**src/swl_pkg.sv**
```systemverilog
`timescale 1ns / 1ps
`default_nettype none

package swl_pkg;

   localparam int DEFAULT_DEPTH = 16;
   localparam int DATA_W        = 32;
   localparam int POS_W         = 5;
   localparam int SIZE_W        = 5;
   localparam int ADDR_W        = 3;
   localparam int CSR_W         = 32;

   localparam logic              ORDER_RESET = 1'b1;
   localparam logic [SIZE_W-1:0] SIZE_RESET  = 5'd16;

   // register index, taken from paddr[2]
   typedef enum logic {
      REG_ORDER = 1'b0,
      REG_SIZE  = 1'b1
   } swl_reg_type;

   typedef enum logic {
      OP_INSERT = 1'b0,
      OP_DELETE = 1'b1
   } swl_op_type;

   // command broadcast from the sequencer to every cell
   typedef struct packed {
      logic       capture;
      logic       apply;
      swl_op_type op;
      logic       desc;
   } swl_cmd_type;

endpackage

`default_nettype wire

```
**src/swl_cell.sv**
```systemverilog
`timescale 1ns / 1ps
`default_nettype none

module swl_cell (
   input  wire logic                               clock,
   input  wire logic                               reset,
   input  wire swl_pkg::swl_cmd_type               cmd,
   input  wire logic signed [swl_pkg::DATA_W-1:0]  op_value,
   input  wire logic                               in_use,
   input  wire logic                               is_last,
   input  wire logic                               after_self,
   input  wire logic                               after_prev,
   input  wire logic signed [swl_pkg::DATA_W-1:0]  prev_entry,
   input  wire logic signed [swl_pkg::DATA_W-1:0]  next_entry,
   output logic                                    hit,
   output logic signed [swl_pkg::DATA_W-1:0]       entry
);
   import swl_pkg::*;

   logic signed [DATA_W-1:0] entry_ff;
   logic signed [DATA_W-1:0] entry_in;
   logic                     hit_ff;
   logic                     hit_in;
   logic                     beats;

   always_comb begin
      beats = cmd.desc ? (op_value > entry_ff) : (entry_ff > op_value);
      case (cmd.op)
         OP_INSERT: hit_in = in_use & (is_last | beats);
         OP_DELETE: hit_in = in_use & (op_value == entry_ff);
         default:   hit_in = 1'b0;
      endcase
   end

   // insert: the first marked slot loads the value, later marked slots take the
   // neighbor above; delete: marked slots take the neighbor below, last slot holds
   always_comb begin
      entry_in = entry_ff;
      if (cmd.apply) begin
         case (cmd.op)
            OP_INSERT: begin
               if (in_use & after_self) begin
                  entry_in = after_prev ? prev_entry : op_value;
               end
            end
            OP_DELETE: begin
               if (in_use & ~is_last & after_self) begin
                  entry_in = next_entry;
               end
            end
            default: entry_in = entry_ff;
         endcase
      end
   end

   always_ff @(posedge clock) begin
      if (reset) begin
         entry_ff <= '0;
      end else begin
         entry_ff <= entry_in;
      end
   end

   always_ff @(posedge clock) begin
      if (cmd.capture) begin
         hit_ff <= hit_in;
      end
   end

   assign hit   = hit_ff;
   assign entry = entry_ff;

endmodule

`default_nettype wire

```
**src/swl_ctrl.sv**
```systemverilog
`timescale 1ns / 1ps
`default_nettype none

module swl_ctrl #(
   parameter int LIST_DEPTH = swl_pkg::DEFAULT_DEPTH
) (
   input  wire logic                                 clock,
   input  wire logic                                 reset,
   input  wire logic                                 req_valid,
   output logic                                      req_stall,
   input  wire logic                                 req_mode,
   input  wire logic signed [swl_pkg::DATA_W-1:0]    req_value,
   input  wire logic                                 desc,
   input  wire logic [$clog2(LIST_DEPTH+1)-1:0]      used_n,
   input  wire logic [LIST_DEPTH-1:0]                hits,
   output logic [LIST_DEPTH-1:0]                     after,
   output swl_pkg::swl_cmd_type                      cmd,
   output logic signed [swl_pkg::DATA_W-1:0]         cmd_value,
   input  wire logic signed [swl_pkg::DATA_W-1:0]    first_entry,
   input  wire logic signed [swl_pkg::DATA_W-1:0]    last_entry,
   output logic                                      rsp_valid,
   input  wire logic                                 rsp_stall,
   output logic [swl_pkg::POS_W-1:0]                 rsp_position,
   output logic                                      rsp_found,
   output logic signed [swl_pkg::DATA_W-1:0]         rsp_dropped_value,
   output logic signed [swl_pkg::DATA_W-1:0]         rsp_first_value,
   output logic signed [swl_pkg::DATA_W-1:0]         rsp_last_value
);
   import swl_pkg::*;

   localparam int PW = $clog2(LIST_DEPTH);

   typedef enum logic [1:0] {
      ST_IDLE,
      ST_MARK,
      ST_APPLY,
      ST_SHOW
   } state_type;

   state_type                state_ff;
   swl_op_type               op_ff;
   logic signed [DATA_W-1:0] value_ff;
   logic [LIST_DEPTH-1:0]    after_ff;
   logic [LIST_DEPTH-1:0]    after_in;
   logic [LIST_DEPTH-1:0]    first_hit;
   logic [PW-1:0]            pos_enc;
   logic [POS_W-1:0]         pos_ff;
   logic [POS_W-1:0]         pos_in;
   logic                     found_ff;
   logic                     found_in;
   logic signed [DATA_W-1:0] dropped_ff;
   logic                     rsp_valid_ff;
   logic [POS_W-1:0]         rsp_position_ff;
   logic                     rsp_found_ff;
   logic signed [DATA_W-1:0] rsp_dropped_ff;
   logic signed [DATA_W-1:0] rsp_first_ff;
   logic signed [DATA_W-1:0] rsp_last_ff;
   logic                     accept;
   logic                     show_load;

   assign accept    = req_valid & (state_ff == ST_IDLE);
   assign show_load = (state_ff == ST_SHOW) & (~rsp_valid_ff | ~rsp_stall);

   // x | -x marks the lowest hit and every slot above it
   always_comb begin
      after_in  = hits | (~hits + 1'b1);
      first_hit = hits & (~hits + 1'b1);
      pos_enc   = '0;
      for (int k = 0; k < LIST_DEPTH; k++) begin
         if (first_hit[k]) begin
            pos_enc = pos_enc | PW'(k);
         end
      end
      found_in = |hits;
      pos_in   = found_in ? POS_W'(pos_enc) : POS_W'(used_n);
   end

   always_ff @(posedge clock) begin
      if (reset) begin
         state_ff     <= ST_IDLE;
         rsp_valid_ff <= 1'b0;
      end else begin
         if (show_load) begin
            rsp_valid_ff <= 1'b1;
         end else if (rsp_valid_ff & ~rsp_stall) begin
            rsp_valid_ff <= 1'b0;
         end
         unique case (state_ff)
            ST_IDLE: begin
               if (req_valid) begin
                  op_ff    <= swl_op_type'(req_mode);
                  value_ff <= req_value;
                  state_ff <= ST_MARK;
               end
            end
            ST_MARK: begin
               after_ff <= after_in;
               pos_ff   <= pos_in;
               found_ff <= found_in;
               state_ff <= ST_APPLY;
            end
            ST_APPLY: begin
               dropped_ff <= (op_ff == OP_INSERT) ? last_entry : '0;
               state_ff   <= ST_SHOW;
            end
            ST_SHOW: begin
               if (show_load) begin
                  rsp_position_ff <= pos_ff;
                  rsp_found_ff    <= found_ff;
                  rsp_dropped_ff  <= dropped_ff;
                  rsp_first_ff    <= first_entry;
                  rsp_last_ff     <= last_entry;
                  state_ff        <= ST_IDLE;
               end
            end
            default: state_ff <= ST_IDLE;
         endcase
      end
   end

   always_comb begin
      cmd.capture = accept;
      cmd.apply   = (state_ff == ST_APPLY);
      cmd.op      = accept ? swl_op_type'(req_mode) : op_ff;
      cmd.desc    = desc;
      cmd_value   = accept ? req_value : value_ff;
   end

   assign req_stall         = (state_ff != ST_IDLE);
   assign after             = after_ff;
   assign rsp_valid         = rsp_valid_ff;
   assign rsp_position      = rsp_position_ff;
   assign rsp_found         = rsp_found_ff;
   assign rsp_dropped_value = rsp_dropped_ff;
   assign rsp_first_value   = rsp_first_ff;
   assign rsp_last_value    = rsp_last_ff;

   a_accept_mark: assert property (@(posedge clock) disable iff (reset)
      (req_valid && state_ff == ST_IDLE) |=> (state_ff == ST_MARK))
      else $error("accepted item did not start marking");

   a_insert_found: assert property (@(posedge clock) disable iff (reset)
      (state_ff == ST_APPLY && op_ff == OP_INSERT) |-> found_ff)
      else $error("insert found no slot");

   a_pos_range: assert property (@(posedge clock) disable iff (reset)
      (state_ff == ST_APPLY && found_ff) |-> (pos_ff < POS_W'(used_n)))
      else $error("position beyond used slots");

   a_after_contig: assert property (@(posedge clock) disable iff (reset)
      (state_ff == ST_APPLY) |-> (((after_ff << 1) & ~after_ff) == '0))
      else $error("shift mask is not contiguous");

endmodule

`default_nettype wire

```
**src/sorted_window_list.sv**
```systemverilog
`timescale 1ns / 1ps
`default_nettype none

// Sorted window list: a row of LIST_DEPTH cells holding signed 32-bit entries,
// kept in descending or ascending order (csr register 0), of which the first
// used_size slots are in use (csr register 1, address 4).
// Input channel req_*: mode 0 inserts req_value, mode 1 deletes the first
// entry equal to req_value. Every item gives exactly one result item on rsp_*:
// position, found flag, dropped entry and the first and last used entries.
// Timing: an item is accepted when req_valid is high and req_stall low. Then,
// in order, each cell captures its compare of the value with its entry, a shift
// mask is formed from the hit row with one wide add, all cells shift at once,
// and the result is loaded and rsp_valid rises. req_stall stays high from
// acceptance until that result is loaded: a new item is taken only after the
// compare / mask / shift / report sequence of the last one is through.
// The result register parts the two sides: the next item is taken while a
// result waits; if rsp_stall holds the previous result, the new one waits in
// the report step and req_stall stays high until it is loaded.
// Reset (synchronous, active high) clears all entries to zero, sets the order
// to descending and used_size to 16, and empties the result register.
// Configuration must be written only while no item is in flight.

module sorted_window_list #(
   parameter int LIST_DEPTH = swl_pkg::DEFAULT_DEPTH
) (
   input  wire logic                                 clock,
   input  wire logic                                 reset,
   input  wire logic                                 req_valid,
   output logic                                      req_stall,
   input  wire logic                                 req_mode,
   input  wire logic signed [swl_pkg::DATA_W-1:0]    req_value,
   output logic                                      rsp_valid,
   input  wire logic                                 rsp_stall,
   output logic [swl_pkg::POS_W-1:0]                 rsp_position,
   output logic                                      rsp_found,
   output logic signed [swl_pkg::DATA_W-1:0]         rsp_dropped_value,
   output logic signed [swl_pkg::DATA_W-1:0]         rsp_first_value,
   output logic signed [swl_pkg::DATA_W-1:0]         rsp_last_value,
   input  wire logic                                 psel,
   input  wire logic                                 penable,
   input  wire logic                                 pwrite,
   input  wire logic [swl_pkg::ADDR_W-1:0]           paddr,
   input  wire logic [swl_pkg::CSR_W-1:0]            pwdata,
   output logic [swl_pkg::CSR_W-1:0]                 prdata,
   output logic                                      pready
);
   import swl_pkg::*;

   localparam int CW = $clog2(LIST_DEPTH + 1);
   localparam int SW = (CW > SIZE_W) ? CW : SIZE_W;

   logic                     order_ff;
   logic [SIZE_W-1:0]        size_ff;
   logic                     csr_write;
   swl_reg_type              csr_index;
   logic [SW-1:0]            size_ext;
   logic [CW-1:0]            used_n;
   logic [LIST_DEPTH-1:0]    in_use;
   logic [LIST_DEPTH-1:0]    is_last;
   logic [LIST_DEPTH-1:0]    hits;
   logic [LIST_DEPTH-1:0]    after;
   swl_cmd_type              cmd;
   logic signed [DATA_W-1:0] cmd_value;
   logic signed [DATA_W-1:0] entry_w      [LIST_DEPTH];
   logic signed [DATA_W-1:0] prev_entry_w [LIST_DEPTH];
   logic signed [DATA_W-1:0] next_entry_w [LIST_DEPTH];
   logic [LIST_DEPTH-1:0]    after_prev_w;
   logic signed [DATA_W-1:0] last_sel;

   // Configuration registers; pready is always high, low address bits ignored
   assign pready    = 1'b1;
   assign csr_write = psel & penable & pwrite;
   assign csr_index = swl_reg_type'(paddr[2]);

   always_ff @(posedge clock) begin
      if (reset) begin
         order_ff <= ORDER_RESET;
         size_ff  <= SIZE_RESET;
      end else if (csr_write) begin
         unique case (csr_index)
            REG_ORDER: order_ff <= pwdata[0];
            REG_SIZE:  size_ff  <= pwdata[SIZE_W-1:0];
            default:   order_ff <= order_ff;
         endcase
      end
   end

   always_comb begin
      prdata = '0;
      unique case (csr_index)
         REG_ORDER: prdata = CSR_W'(order_ff);
         REG_SIZE:  prdata = CSR_W'(size_ff);
         default:   prdata = '0;
      endcase
   end

   // Slots in use: zero counts as one, anything beyond the row saturates
   always_comb begin
      size_ext = SW'(size_ff);
      if (size_ff == '0) begin
         used_n = CW'(1);
      end else if (size_ext > SW'(LIST_DEPTH)) begin
         used_n = CW'(LIST_DEPTH);
      end else begin
         used_n = CW'(size_ext);
      end
      for (int k = 0; k < LIST_DEPTH; k++) begin
         in_use[k]  = (CW'(k) < used_n);
         is_last[k] = (CW'(k + 1) == used_n);
      end
   end

   // Row of cells; each sees its neighbors' entries and the mask bit above it
   for (genvar k = 0; k < LIST_DEPTH; k++) begin : g_cell
      if (k == 0) begin : g_head
         assign prev_entry_w[k] = '0;
         assign after_prev_w[k] = 1'b0;
      end else begin : g_body
         assign prev_entry_w[k] = entry_w[k-1];
         assign after_prev_w[k] = after[k-1];
      end
      if (k == LIST_DEPTH - 1) begin : g_tail
         assign next_entry_w[k] = '0;
      end else begin : g_link
         assign next_entry_w[k] = entry_w[k+1];
      end

      swl_cell u_cell (
         .clock      (clock),
         .reset      (reset),
         .cmd        (cmd),
         .op_value   (cmd_value),
         .in_use     (in_use[k]),
         .is_last    (is_last[k]),
         .after_self (after[k]),
         .after_prev (after_prev_w[k]),
         .prev_entry (prev_entry_w[k]),
         .next_entry (next_entry_w[k]),
         .hit        (hits[k]),
         .entry      (entry_w[k])
      );
   end

   // Pick the last used entry: AND-OR over the row, one slot flagged
   always_comb begin
      last_sel = '0;
      for (int k = 0; k < LIST_DEPTH; k++) begin
         last_sel = last_sel | (entry_w[k] & {DATA_W{is_last[k]}});
      end
   end

   swl_ctrl #(
      .LIST_DEPTH (LIST_DEPTH)
   ) u_ctrl (
      .clock             (clock),
      .reset             (reset),
      .req_valid         (req_valid),
      .req_stall         (req_stall),
      .req_mode          (req_mode),
      .req_value         (req_value),
      .desc              (order_ff),
      .used_n            (used_n),
      .hits              (hits),
      .after             (after),
      .cmd               (cmd),
      .cmd_value         (cmd_value),
      .first_entry       (entry_w[0]),
      .last_entry        (last_sel),
      .rsp_valid         (rsp_valid),
      .rsp_stall         (rsp_stall),
      .rsp_position      (rsp_position),
      .rsp_found         (rsp_found),
      .rsp_dropped_value (rsp_dropped_value),
      .rsp_first_value   (rsp_first_value),
      .rsp_last_value    (rsp_last_value)
   );

endmodule

`default_nettype wire

```
**config.mk**
```make
export PLATFORM = sky130hd
export DESIGN_NAME = sorted_window_list
export DESIGN_NICKNAME = d
export VERILOG_FILES = /design/src/swl_pkg.sv /design/src/swl_cell.sv /design/src/swl_ctrl.sv /design/src/sorted_window_list.sv
export SDC_FILE = /design/constraint.sdc
export NUM_CORES = 2
export LEC_CHECK = 0
export ABC_CLOCK_PERIOD_IN_PS = 13650
export BUFFER_PORTS_ARGS = -buffer_cell sky130_fd_sc_hd__buf_4
export CORE_MARGIN = 1
export CORE_UTILIZATION = 63
export DETAILED_ROUTE_END_ITERATION = 8
export PLACE_DENSITY_LB_ADDON = 0.25
export SYNTH_ARGS = -nofsm -noshare
export SYNTH_HDL_FRONTEND = slang
export SYNTH_SLANG_ARGS = --single-unit
```
**constraint.sdc**
```tcl
create_clock -name clock -period 13.65 [get_ports clock]
set_input_delay 2.73 -clock clock [delete_from_list [all_inputs] [get_ports clock]]
set_output_delay 2.73 -clock clock [all_outputs]
set_load 0.005 [all_outputs]
```
**Yosys cells after proc, flatten, opt, wreduce, memory -nomap -nowiden**

Cells that the tools add are included.

- Flip-flop bits (word level): 726
- Input bits: 75
- Output and inout port bits: 137
- Logic and storage cells: 473

- $add $sub $neg: 1
- Magnitude comparators: 49
- Eq/ne operators: 69
- Mux-type cells: 121
- Bitwise operators: 157
- Reduce and logical (&&, ||, !) cells: 28

Operators by type and width:

| operator | number |
|---|---|
| $mux W32 | 48 |
| $pmux W32 S2 | 17 |
| $gt A32 B32 Y1 | 32 |
| $and A32 B32 Y32 | 16 |
| $eq A32 B32 Y1 | 16 |
| $or A32 B32 Y32 | 15 |
| $and A1 B1 Y1 | 85 |
| $reduce_and A3 Y1 | 18 |
| $eq A4 B5 Y1 const A | 8 |
| $lt A4 B5 Y1 const A | 8 |
| $mux W4 | 9 |
| $ne A2 B1 Y1 const B | 17 |
| $ne A2 B2 Y1 const B | 17 |
| $pmux W1 S2 | 16 |
| $not A1 Y1 | 21 |
| $eq A3 B5 Y1 const A | 4 |
| $lt A3 B5 Y1 const A | 4 |
| $mux W1 | 20 |
| $or A1 B1 Y1 | 17 |
| $add A16 B1 Y16 const B | 1 |
| $and A16 B16 Y16 | 1 |
| $not A16 Y16 | 1 |
| $or A16 B16 Y16 | 1 |
| $reduce_or A16 Y1 | 1 |
| 16 further kinds | 32 |

**Logic depth before layout (Yosys ltp)**

- Depth after elaboration: 20
- Mapped depth: 15

**By module**

From an unflattened synthesis, not the netlist that was laid out.

- Cell total of the unflattened synthesis: 6,746
- Area total of the unflattened synthesis: 53,920.5 sq um

Modules (own cells, without submodules):

| module | instances | cells each | area each (sq um) | seq. area each (sq um) |
|---|---|---|---|---|
| swl_cell at g_cell[0].u_cell ... | 13 | 367 | 2,677.6 | 670.6 |
| swl_cell at g_cell[7].u_cell ... | 3 | 374 | 2,660.1 | 670.6 |
| swl_ctrl | 1 | 333 | 6,786.5 | 5,735.5 |
| sorted_window_list | 1 | 520 | 4,345.4 | 120.1 |

**Worst setup path before layout**

No wires, ideal clock.

- Kind: input to register
- Start: in reset
- End: reg u_ctrl.rsp_dropped_ff[0], in the netlist u_ctrl.rsp_dropped_value[0], enable pin
- Setup time: 0.715 ns
- Arrival time: 10.797 ns
- Setup slack: 2.139 ns
- Cell stages on the path: 4
- Path buffers: 3
- Cell sequence: clkbuf_1 -> clkbuf_1 -> clkbuf_1 -> a211oi_1

- Longest elaborated chain between the ends: 2

Ends and longest elaborated chain:

| item | line | source |
|---|---|---|
| start: declaration | sorted_window_list.sv:27 | `input wire logic reset,` |
| $not A1 Y1 (no source line) | -- |  |
| $reduce_and A3 Y1 (no source line) | -- |  |
| end signal: assignment | swl_ctrl.sv:110 | `rsp_dropped_ff <= dropped_ff;` |
| end: declaration | swl_ctrl.sv:55 | `logic signed [DATA_W-1:0] rsp_dropped_ff;` |

Every way passes these cells.
A chain may end at the register's enable or synchronous reset.

**Final worst setup path**

- Start: in req_valid
- End: reg g_cell[14].u_cell.entry_ff[29]

- Longest elaborated chain between the ends: 5

Ends and longest elaborated chain:

| item | line | source |
|---|---|---|
| start: declaration | sorted_window_list.sv:28 | `input wire logic req_valid,` |
| $and A1 B1 Y1 * | swl_ctrl.sv:61 | `assign accept = req_valid & (state_ff == ST_IDLE);` |
| $mux W32 / $mux W1 (equally long branches) | swl_ctrl.sv:126, swl_ctrl.sv:124 |  |
| $mux W32 / $not A1 Y1 (equally long branches) | swl_cell.sv:43, swl_cell.sv:40 |  |
| $mux W32 / $ne A2 B1 Y1 (equally long branches) | -- |  |
| $pmux W32 S2 / $reduce_and A3 Y1 (equally long branches) | -- |  |
| end signal: assignment | swl_cell.sv:60 | `entry_ff <= entry_in;` |
| end: declaration | swl_cell.sv:20 | `logic signed [DATA_W-1:0] entry_ff;` |

Mark *: on every way between the ends. The rest lies on a longest branch, timed or not. The select of a mux whose other input is x is not followed.

==> flow_metrics.py <==
metrics = {
    "pwr": {
        "pwr-share-clk": 0.225,
        "seqPwrFrac": 0.373,
        "power_density_nw_per_um2": 186,
        "p_comb_frac": 0.402,
        "internal_power_w": 0.00534,
        "ir_drop_v": 0.000151,
        "finalPower_w": 0.00976,
        "switching_share": 0.453,
        "leakagePower_nw": 18.8,
        "p_switching_w": 0.00442,
    },
    "yosys": {
        "ys_warn_count": 0,
        "synthCells": 6095,
        "async_reset_ff_frac": 0,
        "yosysMostFrequentCell": "nand2_1",
        "ys_top_cells_by_area": "dfxtp_1, ha_1, edfxtp_1, nand2_1, a311oi_1",
        "synth_commonest_cells": "nand2_1, nor2_1, dfxtp_1",
        "ys_seq_elements": 726,
        "yosysSeqAreaShare": 0.345,
        "syn_avg_cell_area_um2": 7.89,
        "yosys.area.top_type": "dfxtp_1",
        "synth_flop_cell": "dfxtp_1",
        "synth_area_um2": 48100,
        "synth_top_area_share": 0.217,
        "ys_types": 65,
        "synth_edf_count": 205,
    },
    "min_path": {
        "min_path_type": "reg -> reg",
    },
    "final_layout": {
        "multiInputGateArea_um2": 30100,
        "seqCellArea_um2": 16600,
        "fin_area_um2": 52600,
        "fillCellCount": 6039,
        "final_nets": 6559,
        "drive_gt1_frac": 0.0777,
        "syn_to_final_growth_pct": 9.43,
    },
    "floorplan": {
        "fp.dieH_um": 278,
        "core_region_area_um2": 74900,
        "initial_utilization": 0.641,
        "chipWidth_um": 278,
        "row_count": 100,
        "die_area_um2": 77400,
        "io_pins": 212,
    },
    "cts": {
        "cts_buffer_depth": 3,
        "holdBufCountCts": 0,
        "clk_pin_slew_worst_paths_ns": 0.06,
        "cts.sink_count": 726,
        "cts_tree": "yes",
        "root_buffer": "clkbuf_16",
        "post-cts-setup-buffers": 0,
        "clk-insertion-delay-late_ns": 0.65,
        "ctsResizeCount": 0,
        "h-tree-depth": 3,
        "numCtsBuffers": 81,
    },
    "timing": {
        "fin_worst_skew_ns": 0.0149,
        "slew_headroom": 0.167,
        "rsz0062_at_grt": "no",
        "hold_viol": 0,
        "fmax_mhz": 136,
        "setup_slack_ns": 6.31,
        "period_share": 0.538,
        "finalSetupViolations": 0,
        "drv_slew": 0,
        "tightest_slew_ns": 1.25,
        "setup-tns-final_ns": 0,
        "fin_crit_ns": 7.34,
    },
    "route": {
        "wl_per_cell_um": 26.2,
        "drt-total-wl_um": 184000,
        "dr_total_vias": 49600,
        "firstDrtPassIters": 9,
        "drc": 0,
        "viasPerCell": 7.09,
        "drtIter0Drc": 8685,
        "ant_nets": 0,
    },
    "run": {
        "maxCapViolCount": 0,
    },
    "placed_design": {
        "io_buffers": 154,
        "place_area_um2": 50000,
        "dp_hpwl_um": 126000,
        "place.gp.congestion": 1.03,
        "pre_cts_ws_ns": 5.69,
    },
    "global_route": {
        "grt_usage": 0.460,
        "overflow": 0,
        "grt_max_degree": 220,
        "grt_pass1_wl_um": 272000,
        "antenna_found_initial": 4,
        "grt_pass1_vias": 43700,
    },
    "worst_setup_path": {
        "worst-path-buf-inv": 5,
        "critical_path.cell_chain": "buf_4 > nand2_4 > buf_4 > mux2_8 > buf_4 > buf_4 > buf_4 > nor2_1 > a21oi_1 > a211oi_1",
        "cpMaxStageDelayCell": "buf_4",
        "cp-end-kind": "register",
        "crit_path_frequent_cell": "buf_4",
        "critPathLaunchType": "primary input",
        "worstSetupPathType": "in -> reg",
        "cp.arrival_ns": 7.82,
        "cp.required_ns": 14.13,
        "slowest_delay_ns": 0.93,
        "cp_top_family": "buffers and inverters",
        "critPathMaxFanout": 105,
    },
    "outcome": {
        "status": "finished, final reports clean",
    },
}
[metal layers]
metal | vias to the layer above | track usage | share of wire
li1 | 22100 | - | -
met1 | 23000 | 0.647 | 0.39
met2 | 4003 | 0.614 | 0.39
met3 | 537 | 0.196 | 0.18
met4 | 4 | 0.174 | 0.044
met5 | - | 0 | 0.00013
[through the flow]
stage	instances	utilization	hold slack (ns)
4_1_cts	7002	0.702	0.412
3_3_place_gp	6853	0.668	0.401
2_1_floorplan	6121	-	0.400
6_report	7003	0.702	0.410
5_1_grt	7002	0.702	0.418
3_5_place_dp	6853	0.668	0.405
[cells by family after synthesis]
group | after synthesis | share of synthesized area
buf+inv | 543 | 0.0457
xor+xnor | 4 | 0.000729
compound gates | 1729 | 0.241
mux | 52 | 0.0110
other cells | 2 | 0.000156
flops | 726 | 0.345
simple gates | 2522 | 0.222
fa+ha+maj | 517 | 0.135
[layout make-up]
type,instances,share of cell area
Clock inverter,24,0.00504
Timing Repair Buffer,263,0.0382
Multi-Input combinational cell,4852,0.572
Clock buffer,125,0.0436
Antenna cell,1,0.0000476
Tap cell,969,0.0231
Inverter,43,0.00307
Sequential cell,726,0.315
[worst paths after layout]
| path | slack (ns) | depth (start not counted) | end | startpoint |
|---|---|---|---|---|
| worst max-delay path | 6.31 | 10 | g_cell[14].u_cell.entry[29] | req_valid |
| worst min-delay path | 0.41 | 0 | u_ctrl.rsp_dropped_value[11] | u_ctrl.dropped_ff[11] |
| worst max register to register | 7.75 | 11 | g_cell[14].u_cell.entry[29] | u_ctrl.state_ff[0] |
| worst min register to register | 0.41 | 0 | u_ctrl.rsp_dropped_value[11] | u_ctrl.dropped_ff[11] |
[cell usage in the layout, fill, tap and decap left out, types with 17 or more instances in the layout]
master / instances
a211oi_1: 86
a21o_1: 54
a21oi_1: 418
a221oi_1: 17
a222oi_1: 64
a22oi_1: 163
a311oi_1: 385
and4_1: 30
buf_4: 260
clkbuf_1: 34
clkbuf_16: 81
conb_1: 28
dfxtp_1: 520
edfxtp_1: 205
ha_1: 517
inv_1: 42
mux2i_4: 32
nand2_1: 1337
nand3_1: 79
nand4_1: 120
nand4b_1: 31
nor2_1: 744
nor2b_1: 51
nor3_1: 29
nor4_1: 19
o211ai_1: 46
o21ai_0: 428
[flip-flops by register name (all words and copies together) (netlist names)]
register	cells
u_ctrl.rsp_dropped_value	32
order_ff	1
u_ctrl.rsp_position	5
u_ctrl.rsp_found	1
u_ctrl.rsp_valid	1
g_cell.u_cell.hit	16
g_cell.u_cell.entry	512
u_ctrl.after	16
u_ctrl.op_ff	1
u_ctrl.pos_ff	5
u_ctrl.rsp_last_value	32
size_ext	5
u_ctrl.value_ff	32
u_ctrl.dropped_ff	32
u_ctrl.state_ff	2
u_ctrl.found_ff	1
u_ctrl.rsp_first_value	32
[power by group through the flow]
| stage | Clock, W | Combinational, W | Sequential [W] |
|---|---|---|---|
| floorplan | 0 | 0.00275 | 0.00316 |
| global placement | 0 | 0.00360 | 0.00357 |
| detailed placement | 0 | 0.00377 | 0.00358 |
| CTS | 0.00219 | 0.00379 | 0.00354 |
| global route | 0.00227 | 0.00432 | 0.00364 |
| finish | 0.00220 | 0.00392 | 0.00364 |
Power figures use the tool's default switching activity.
